<file path="src/hdl/pmpt_pkg.sv">
// ----------------------------------------------------------------------------
// pmpt_pkg
// shared types and constants for the mouse packet tracker
// ----------------------------------------------------------------------------
`default_nettype none

package pmpt_pkg;

    // position register width
    localparam int POS_BITS_DEFAULT = 10;

    // fixed field widths
    localparam int BYTE_W   = 8;
    localparam int LIMIT_W  = 10;
    localparam int CURSOR_W = 10;
    localparam int BTN_W    = 3;

    // header byte bit positions
    localparam int HDR_LEFT_BIT   = 0;
    localparam int HDR_RIGHT_BIT  = 1;
    localparam int HDR_MIDDLE_BIT = 2;
    localparam int HDR_SYNC_BIT   = 3;

    // reset values
    localparam logic [LIMIT_W-1:0] X_LIMIT_RESET = 10'd319;
    localparam logic [LIMIT_W-1:0] Y_LIMIT_RESET = 10'd199;
    localparam int POS_X_RESET = 160;
    localparam int POS_Y_RESET = 100;

    // register map
    localparam int PADDR_W  = 3;
    localparam int PDATA_W  = 32;
    localparam logic REG_X_LIMIT = 1'b0;
    localparam logic REG_Y_LIMIT = 1'b1;

    typedef enum logic [1:0] {
        SLOT_HEADER = 2'd0,
        SLOT_X      = 2'd1,
        SLOT_Y      = 2'd2
    } t_slot;

endpackage

`default_nettype wire

</file>
<file path="src/hdl/ps2_mouse_packet_tracker.sv">
// ----------------------------------------------------------------------------
// ps2_mouse_packet_tracker
// three-byte mouse stream decoder with clamped cursor position tracking
// ----------------------------------------------------------------------------
// Takes one raw mouse byte per beat and accepts a new byte every clock cycle
// while o_stall is low. A byte is registered on input: a header byte sets the
// buttons, an X byte is kept, and a Y byte drives a small add and clamp
// against the configured limit into the output register. A header byte
// without bit 3 set is dropped to regain packet alignment. The output
// register holds a result while stalled; the input side stalls only when a
// packet completes while that register is still occupied and held off.
`default_nettype none

module ps2_mouse_packet_tracker #(
    parameter int POS_BITS = pmpt_pkg::POS_BITS_DEFAULT
) (
    input  wire logic                           i_clk,
    input  wire logic                           i_rst_n,

    input  wire logic                           psel,
    input  wire logic                           penable,
    input  wire logic                           pwrite,
    input  wire logic [pmpt_pkg::PADDR_W-1:0]   paddr,
    input  wire logic [pmpt_pkg::PDATA_W-1:0]   pwdata,
    output logic      [pmpt_pkg::PDATA_W-1:0]   prdata,
    output logic                                pready,

    input  wire logic                           i_valid,
    output logic                                o_stall,
    input  wire logic [pmpt_pkg::BYTE_W-1:0]    i_data_byte,

    output logic                                o_valid,
    input  wire logic                           i_stall,
    output logic      [pmpt_pkg::CURSOR_W-1:0]  o_cursor_x,
    output logic      [pmpt_pkg::CURSOR_W-1:0]  o_cursor_y,
    output logic                                o_left_button,
    output logic                                o_right_button,
    output logic                                o_middle_button
);

    import pmpt_pkg::*;

    // sum width: position plus signed delta with room for sign and carry
    localparam int CW = POS_BITS + 2;
    localparam logic [CW-1:0] POS_MAX_C = CW'((1 << POS_BITS) - 1);

    // configuration
    logic [LIMIT_W-1:0]  r_x_limit;
    logic [LIMIT_W-1:0]  r_y_limit;

    // input register
    logic                r_in_valid;
    logic [BYTE_W-1:0]   r_in_byte;

    // packet state
    t_slot               r_slot, n_slot;
    logic [BTN_W-1:0]    r_buttons, n_buttons;
    logic [BYTE_W-1:0]   r_dx, n_dx;
    logic [POS_BITS-1:0] r_pos_x, n_pos_x;
    logic [POS_BITS-1:0] r_pos_y, n_pos_y;

    // output register
    logic                r_out_valid;
    logic [CURSOR_W-1:0] r_out_x;
    logic [CURSOR_W-1:0] r_out_y;
    logic [BTN_W-1:0]    r_out_btn;

    logic                w_result;
    logic                w_proceed;
    logic                w_in_take;
    logic                w_cfg_wr;
    logic [CW-1:0]       w_sum_x;
    logic [CW-1:0]       w_sum_y;
    logic [CW-1:0]       w_lim_x;
    logic [CW-1:0]       w_lim_y;
    logic [POS_BITS-1:0] w_clamp_x;
    logic [POS_BITS-1:0] w_clamp_y;

    // ---------------- configuration port ----------------
    assign pready   = 1'b1;
    assign w_cfg_wr = psel && penable && pwrite;

    always_ff @(posedge i_clk) begin
        if (!i_rst_n) begin
            r_x_limit <= X_LIMIT_RESET;
            r_y_limit <= Y_LIMIT_RESET;
        end else if (w_cfg_wr) begin
            case (paddr[2])
                REG_X_LIMIT: r_x_limit <= pwdata[LIMIT_W-1:0];
                REG_Y_LIMIT: r_y_limit <= pwdata[LIMIT_W-1:0];
                default:     r_x_limit <= r_x_limit;
            endcase
        end
    end

    always_comb begin
        case (paddr[2])
            REG_X_LIMIT: prdata = PDATA_W'(r_x_limit);
            REG_Y_LIMIT: prdata = PDATA_W'(r_y_limit);
            default:     prdata = '0;
        endcase
    end

    // ---------------- handshake ----------------
    assign w_result  = (r_slot == SLOT_Y);
    // only a completing packet can be held up by a full output register
    assign w_proceed = !(w_result && r_out_valid && i_stall);
    assign o_stall   = r_in_valid && !w_proceed;
    assign w_in_take = i_valid && !o_stall;

    always_ff @(posedge i_clk) begin
        if (!i_rst_n) begin
            r_in_valid <= 1'b0;
        end else if (w_in_take) begin
            r_in_valid <= 1'b1;
        end else if (w_proceed) begin
            r_in_valid <= 1'b0;
        end
    end

    always_ff @(posedge i_clk) begin
        if (w_in_take) begin
            r_in_byte <= i_data_byte;
        end
    end

    // ---------------- position arithmetic ----------------
    assign w_sum_x = CW'(r_pos_x) + {{(CW-BYTE_W){r_dx[BYTE_W-1]}}, r_dx};
    assign w_sum_y = CW'(r_pos_y) - {{(CW-BYTE_W){r_in_byte[BYTE_W-1]}}, r_in_byte};

    // a limit beyond the position range saturates to the largest position
    assign w_lim_x = (CW'(r_x_limit) > POS_MAX_C) ? POS_MAX_C : CW'(r_x_limit);
    assign w_lim_y = (CW'(r_y_limit) > POS_MAX_C) ? POS_MAX_C : CW'(r_y_limit);

    always_comb begin
        if (w_sum_x[CW-1]) begin
            w_clamp_x = '0;
        end else if (w_sum_x > w_lim_x) begin
            w_clamp_x = w_lim_x[POS_BITS-1:0];
        end else begin
            w_clamp_x = w_sum_x[POS_BITS-1:0];
        end
    end

    always_comb begin
        if (w_sum_y[CW-1]) begin
            w_clamp_y = '0;
        end else if (w_sum_y > w_lim_y) begin
            w_clamp_y = w_lim_y[POS_BITS-1:0];
        end else begin
            w_clamp_y = w_sum_y[POS_BITS-1:0];
        end
    end

    // ---------------- packet sequencing ----------------
    always_comb begin
        n_slot    = r_slot;
        n_buttons = r_buttons;
        n_dx      = r_dx;
        n_pos_x   = r_pos_x;
        n_pos_y   = r_pos_y;
        case (r_slot)
            SLOT_X: begin
                n_dx   = r_in_byte;
                n_slot = SLOT_Y;
            end
            SLOT_Y: begin
                n_pos_x = w_clamp_x;
                n_pos_y = w_clamp_y;
                n_slot  = SLOT_HEADER;
            end
            default: begin
                // bytes without the sync bit are dropped here
                if (r_in_byte[HDR_SYNC_BIT]) begin
                    n_buttons = {r_in_byte[HDR_MIDDLE_BIT], r_in_byte[HDR_RIGHT_BIT],
                                 r_in_byte[HDR_LEFT_BIT]};
                    n_slot    = SLOT_X;
                end else begin
                    n_slot    = SLOT_HEADER;
                end
            end
        endcase
    end

    always_ff @(posedge i_clk) begin
        if (!i_rst_n) begin
            r_slot    <= SLOT_HEADER;
            r_buttons <= '0;
            r_dx      <= '0;
            r_pos_x   <= POS_BITS'(POS_X_RESET);
            r_pos_y   <= POS_BITS'(POS_Y_RESET);
        end else if (r_in_valid && w_proceed) begin
            r_slot    <= n_slot;
            r_buttons <= n_buttons;
            r_dx      <= n_dx;
            r_pos_x   <= n_pos_x;
            r_pos_y   <= n_pos_y;
        end
    end

    // ---------------- output register ----------------
    always_ff @(posedge i_clk) begin
        if (!i_rst_n) begin
            r_out_valid <= 1'b0;
        end else if (r_in_valid && w_proceed && w_result) begin
            r_out_valid <= 1'b1;
        end else if (!i_stall) begin
            r_out_valid <= 1'b0;
        end
    end

    always_ff @(posedge i_clk) begin
        if (r_in_valid && w_proceed && w_result) begin
            r_out_x   <= CURSOR_W'(w_clamp_x);
            r_out_y   <= CURSOR_W'(w_clamp_y);
            r_out_btn <= r_buttons;
        end
    end

    assign o_valid         = r_out_valid;
    assign o_cursor_x      = r_out_x;
    assign o_cursor_y      = r_out_y;
    assign o_left_button   = r_out_btn[0];
    assign o_right_button  = r_out_btn[1];
    assign o_middle_button = r_out_btn[2];

endmodule

`default_nettype wire
</file>
<file path="config.mk">
export PLATFORM = sky130hd
export DESIGN_NAME = ps2_mouse_packet_tracker
export DESIGN_NICKNAME = d
export VERILOG_FILES = /design/src/hdl/pmpt_pkg.sv /design/src/hdl/ps2_mouse_packet_tracker.sv
export SDC_FILE = /design/constraint.sdc
export NUM_CORES = 1
export LEC_CHECK = 0
export BUFFER_PORTS_ARGS = -buffer_cell sky130_fd_sc_hd__buf_2
export CORE_UTILIZATION = 57
export CTS_BUF_LIST = sky130_fd_sc_hd__clkbuf_2 sky130_fd_sc_hd__clkbuf_4 sky130_fd_sc_hd__clkbuf_8
export CTS_CLUSTER_DIAMETER = 80
export DETAILED_ROUTE_END_ITERATION = 16
export PLACE_DENSITY = 0.83
export SETUP_SLACK_MARGIN = 0.15
export SKIP_CTS_REPAIR_TIMING = 1
export SYNTH_ARGS = -nofsm -noshare
export SYNTH_HDL_FRONTEND = slang
export SYNTH_SLANG_ARGS = --single-unit
export TNS_END_PERCENT = 10
</file>
<file path="constraint.sdc">
create_clock -name i_clk -period 4.4 [get_ports i_clk]
set_input_delay 0.66 -clock i_clk [delete_from_list [all_inputs] [get_ports i_clk]]
set_output_delay 0.66 -clock i_clk [all_outputs]
set_load 0.01 [all_outputs]
</file>
* Yosys cells after proc, flatten, opt, wreduce, memory -nomap -nowiden
Index checks and enable logic that the tools add are counted.
** Cells by class
- Bitwise logic cells :: 2
- Reductions and logical operators :: 16
- $lt $le $gt $ge :: 2
- Muxes and demuxes :: 11
- Equal/unequal tests :: 4
- Add/sub/neg operators :: 2
** Operator list (count)
- 32-bit case mux with 2 select lines :: 1
- 10-bit two-way mux :: 4
- 12-bit by 10-bit > comparator with 1-bit output :: 2
- 11-bit by 8-bit adder with 12-bit output :: 1
- 11-bit by 8-bit subtractor with 12-bit output :: 1
- 1-bit logical AND :: 8
- 2-bit AND reduction :: 4
- 1-bit two-way mux :: 5
- 2-bit case mux with 2 select lines :: 1
- 3-bit AND reduction :: 1
- 2-bit by 1-bit equality test with 1-bit output, second input constant :: 1
- 2-bit equality test, second input constant :: 1
- 1-bit zero test :: 2
- 2-bit by 1-bit != test with 1-bit output, second input constant :: 1
- 2-bit != test, second input constant :: 1
- 1-bit NOT :: 2
- 2-bit OR reduction :: 1
** Storage, ports and cells
- Logic and storage cells :: 50
- Output and inout bits :: 58
- Input port bits :: 50
- Flip-flop bits (word level) :: 86

* Logic depth before layout (Yosys ltp)
- Word-level depth :: 7
- Depth in mapped cells :: 17
- Depth with buffers taken out :: 16

* Worst setup path before layout
Ideal clock, no wire load.
- Kind :: register to register
- Start :: register r_dx[7]
- End :: register r_out_x[9] (netlist: o_cursor_x[9]) (data pin)
- Setup time :: 0.266 ns
- Buffers on the path :: 2
- Stages on the path, launching flop included :: 16
- Arrival time :: 3.059 ns
- Period minus slack after synthesis :: 3.325 ns
- Path slack :: 1.075 ns
- Required time :: 4.134 ns
- Path through :: dfxtp_1 ha_1 clkbuf_1 nor2_1 mux2_2 a311oi_1 nand3_1 ha_1 nand4_1 or3_1 o21ai_0 a31oi_1 a21oi_1 buf_6 mux2_1 nor2b_1
** Between the ends
- Longest elaborated chain between the ends :: 4
** Ends and longest elaborated chain
- from (decl) :: line ps2_mouse_packet_tracker.sv:58 : logic [BYTE_W-1:0] r_dx, n_dx;
- from (signal assigned) :: line ps2_mouse_packet_tracker.sv:195 : r_dx <= n_dx;
- 11-bit by 8-bit adder with 12-bit output (*) :: line ps2_mouse_packet_tracker.sv:128 : assign w_sum_x = CW'(r_pos_x) + {{(CW-BYTE_W){r_dx[BYTE_W-1]}}, r_dx};
- 12-bit by 10-bit > comparator with 1-bit output :: line ps2_mouse_packet_tracker.sv:138 : end else if (w_sum_x > w_lim_x) begin
- 10-bit two-way mux :: line ps2_mouse_packet_tracker.sv:138
- 10-bit two-way mux (*) :: line ps2_mouse_packet_tracker.sv:136 : if (w_sum_x[CW-1]) begin
- named net w_clamp_x[9] :: line ps2_mouse_packet_tracker.sv:76 : logic [POS_BITS-1:0] w_clamp_x;
- to (signal assigned) :: line ps2_mouse_packet_tracker.sv:214 : r_out_x <= CURSOR_W'(w_clamp_x);
- to (decl) :: line ps2_mouse_packet_tracker.sv:64 : logic [CURSOR_W-1:0] r_out_x;
The timed path passes the listed nets; every way through them passes the cells marked *.
A chain may end at the register's enable or synchronous reset.

* Worst setup path after layout
- Start :: register r_in_byte[0]
- End :: register r_out_y[5] (netlist: o_cursor_y[5]) (data pin)
** Between the ends
- Longest elaborated chain between the ends :: 4
** Ends and longest elaborated chain
- from (decl) :: line ps2_mouse_packet_tracker.sv:53 : logic [BYTE_W-1:0] r_in_byte;
- from (signal assigned) :: line ps2_mouse_packet_tracker.sv:123 : r_in_byte <= i_data_byte;
- 11-bit by 8-bit subtractor with 12-bit output (*) :: line ps2_mouse_packet_tracker.sv:129 : assign w_sum_y = CW'(r_pos_y) - {{(CW-BYTE_W){r_in_byte[BYTE_W-1]}}, r_in_byte};
- 12-bit by 10-bit > comparator with 1-bit output :: line ps2_mouse_packet_tracker.sv:148 : end else if (w_sum_y > w_lim_y) begin
- 10-bit two-way mux :: line ps2_mouse_packet_tracker.sv:148
- 10-bit two-way mux (*) :: line ps2_mouse_packet_tracker.sv:146 : if (w_sum_y[CW-1]) begin
- named net w_clamp_y[5] :: line ps2_mouse_packet_tracker.sv:77 : logic [POS_BITS-1:0] w_clamp_y;
- to (signal assigned) :: line ps2_mouse_packet_tracker.sv:215 : r_out_y <= CURSOR_W'(w_clamp_y);
- to (decl) :: line ps2_mouse_packet_tracker.sv:65 : logic [CURSOR_W-1:0] r_out_y;
Marked as above.

==> results.py <==
metrics = {
    "setup_path": {
        "crit_fanout": 10,
        "crit_path_cell_trace": "ha_1 -> inv_1 -> fa_1 -> a21o_1 -> a221oi_1 -> o21bai_1 -> a21oi_1 -> xnor2_1 -> ha_1 -> a211o_1 -> a211oi_1 -> o22ai_2 -> mux2i_1 -> nor2_1",
        "critical_path_buf_inv_count": 1,
        "reg2reg_to": "o_cursor_y[5]$_DFFE_PP_",
        "cpMaxStageDelayCell": "edfxtp_1",
        "crit_arrival_ns": 3.96,
        "cpLargestDelayFamily": "compound AO/OA/AOI/OAI gates",
        "worst-r2r-cell-count": 14,
        "rrSetupSlack_ns": 0.50,
        "cpMostUsedCell": "ha_1",
        "crit_type": "reg -> reg",
        "crit_required_ns": 4.47,
        "r2r_start": "r_in_byte[0]$_DFFE_PP_",
        "slowest_delay_ns": 0.44,
        "cp-start-kind": "register",
        "cp-end-kind": "register",
    },
    "route": {
        "vias": 4076,
        "ant_nets": 0,
        "wl_met3_um": 782,
        "highest_layer": "met4",
        "drt-initial-drc-count": 287,
        "drc": 0,
        "met2_length_um": 4986,
        "wl_met1_um": 5218,
        "drt_first_pass_iters": 5,
        "routedWlPerCell_um": 15.58,
        "vias_per_cell": 5.677,
        "drt_wl_total_um": 11190,
    },
    "yosys": {
        "syn_avg_cell_area_sq_um": 9.052,
        "synth_flop_cell": "dfxtp_1",
        "synth-simple-area-share": 0.1618,
        "synth_top_area_share": 0.2180,
        "synth_compound_area_frac": 0.1598,
        "ys.warnings.count": 0,
        "synth_top_family_by_area": "simple AND/OR/NAND/NOR gates",
        "ys_seq_elements": 86,
        "synthDistinctLibCells": 54,
        "synthAdderAreaFrac": 0.1169,
        "synth_edf_count": 31,
        "synthMuxAreaShare": 0.05053,
        "synth_xor_xnor_area_share": 0.02428,
        "ys_seq_area_frac": 0.4023,
        "async_reset_ff_frac": 0,
        "synth_area_sq_um": 5051,
        "synth_area_leader_cell": "dfxtp_1",
        "synthTopCellsByArea": "dfxtp_1, edfxtp_1, ha_1, nand2_1, mux2i_1",
        "syn_inst": 558,
    },
    "hold_path": {
        "hold_end": "r_out_btn[0]$_DFFE_PP_",
        "timing.hold.worst_path_depth": 0,
        "hold_class": "reg -> reg",
        "hold_path_startpoint": "r_buttons[0]$_SDFFE_PN0P_",
    },
    "clocking": {
        "path_clk_slew_ns": 0.09,
        "cts_max_path_buffers": 2,
        "clock_latency_ns": 0.34,
        "cts-buffers-inserted": 9,
        "clock-root-buffer": "clkbuf_8",
        "cts_tree": "done",
        "htreeDepth": 3,
        "numClockSinks": 86,
    },
    "die": {
        "ios": 108,
        "core.rowCount": 33,
        "die_h_um": 96.14,
        "initial_core_util": 0.6026,
        "dieArea_sq_um": 9242,
        "core-area_sq_um": 8382,
        "die_x_um": 96.14,
    },
    "global_routing": {
        "grt_pass1_wl_um": 18310,
        "overflow": 0,
        "antenna_found_initial": 0,
        "grt_max_degree": 45,
        "track_usage": 0.2609,
        "grt_pass1_vias": 3862,
    },
    "outcome": {
        "status": "finished clean",
    },
    "place": {
        "dp_hpwl_um": 8616,
        "port_buffers": 60,
        "dpl.cell_count": 702,
        "routabilityCongestion": 0.9800,
    },
    "sta": {
        "finalCritPeriodShare": 0.8854,
        "slew_violations": 0,
        "finalSetupViolations": 0,
        "fin_skew_ns": 0.01173,
        "rsz0062_at_grt": "false",
        "hold_viol": 0,
        "fmax_mhz": 256.7,
        "fin_setup_tns_ns": 0,
        "final.min_clock_period_ns": 3.896,
        "tightest_slew_ns": 0.9844,
        "maxSlewHeadroom": 0.3413,
    },
    "final_layout": {
        "area_growth_pct": 10.16,
        "drive_gt1_frac": 0.1370,
        "mostFrequentLayoutCells": "nand2_1, buf_2, dfxtp_1, ha_1, inv_1",
        "fill_cells": 690,
        "layout.nets": 704,
        "final_common_cell": "nand2_1",
        "diodes": 0,
        "fin_cells": 718,
    },
    "pwr": {
        "power_per_cell_area_nw_per_um2": 319.7,
        "p_leak_nw": 2.604,
        "vdd_drop_max_mv": 0.2240,
    },
    "run": {
        "maxCapViolCount": 0,
    },
}
[stage by stage]
stage | utilization | power [W] | setup WS, ns | area [sq um] | hold slack (ns)
floorplan | - | 0.001071 | 1.075 | 5130 | 0.4080
global placement | 0.6337 | 0.001118 | 0.2556 | 5311 | 0.4211
detailed placement | 0.6337 | 0.001124 | 0.2098 | 5311 | 0.4307
CTS | 0.6631 | 0.001776 | 0.1856 | 5558 | 0.4513
global route | 0.6638 | 0.001841 | 0.2071 | 5564 | 0.4715
finish | 0.6638 | 0.001779 | 0.5043 | 5564 | 0.4516
[Yosys cell counts, types with 2 or more instances]
master and instances:
nand2_1 74, dfxtp_1 55, ha_1 44, inv_1 43, nor2_1 42, edfxtp_1 31, o21ai_0 26, a21oi_1 25
buf_4 23, mux2i_1 21, nor2b_1 18, clkbuf_1 16, o211ai_1 14, nand3_1 12, a21boi_0 11, a21o_1 11
xnor2_1 11, a211oi_1 7, nand4_1 7, and3_1 6, o21a_1 6, nor3_1 4, and2_1 3, mux2_2 3
o311ai_0 3, xor2_1 3, a211o_1 2, a22o_1 2, buf_2 2, conb_1 2, fa_1 2, nand3b_1 2
nor4_1 2, o21ai_1 2, o21bai_1 2, o311ai_2 2, or3_1 2
[report_power, final]
part           internal (W)  switching [W]
Combinational      0.000101       0.000159
Sequential         0.000842      0.0000123
Clock              0.000393       0.000271
[flip-flops by register name (all words and copies together) (netlist names)]
| name | count |
|---|---|
| o_valid | 1 |
| r_in_byte | 8 |
| r_in_valid | 1 |
| o_cursor_x | 10 |
| r_x_limit | 10 |
| r_buttons | 3 |
| r_y_limit | 10 |
| r_pos_x | 10 |
| r_pos_y | 10 |
| r_dx | 8 |
| o_cursor_y | 10 |
| r_slot | 2 |
| r_out_btn | 3 |
[final cells by class]
class | count | area (sq um) | area share
Sequential cell | 86 | 2032 | 0.3652
Clock inverter | 5 | 107.6 | 0.01934
Clock buffer | 11 | 138.9 | 0.02496
Inverter | 43 | 161.4 | 0.02901
Multi-Input combinational cell | 407 | 2685 | 0.4826
Tap cell | 105 | 131.4 | 0.02361
Timing Repair Buffer | 61 | 307.8 | 0.05532
[routing by layer]
metal,vias up,GRT usage
met5,-,0
met4,0,0.08706
li1,2002,-
met3,16,0.02923
met1,1887,0.3682
met2,171,0.4155
[cells by family (layout without fill, tap and decap cells)]
kind of cell	Yosys count	in the layout
and+or+nand+nor	178	178
AOI/OAI and AO/OA	121	121
DFF	86	86
buffers and inverters	86	120
adders and majority gates	46	46
muxes	25	25
xor gates and xnor gates	14	14
other	2	23
[worst max path at each step]
stage,from,end,slack [ns],depth (start not counted)
2_1_floorplan,r_dx[7]$_SDFFE_PN0P_,o_cursor_x[9]$_DFFE_PP_,1.07,15
3_3_place_gp,r_in_byte[0]$_DFFE_PP_,o_cursor_y[6]$_DFFE_PP_,0.26,14
3_5_place_dp,r_in_byte[0]$_DFFE_PP_,o_cursor_y[5]$_DFFE_PP_,0.21,14
4_1_cts,r_in_byte[0]$_DFFE_PP_,o_cursor_y[5]$_DFFE_PP_,0.19,14
5_1_grt,r_dx[1]$_SDFFE_PN0P_,o_cursor_x[9]$_DFFE_PP_,0.21,15
6_report,r_in_byte[0]$_DFFE_PP_,o_cursor_y[5]$_DFFE_PP_,0.50,14
No activity file was read; power rests on OpenSTA's default activity.
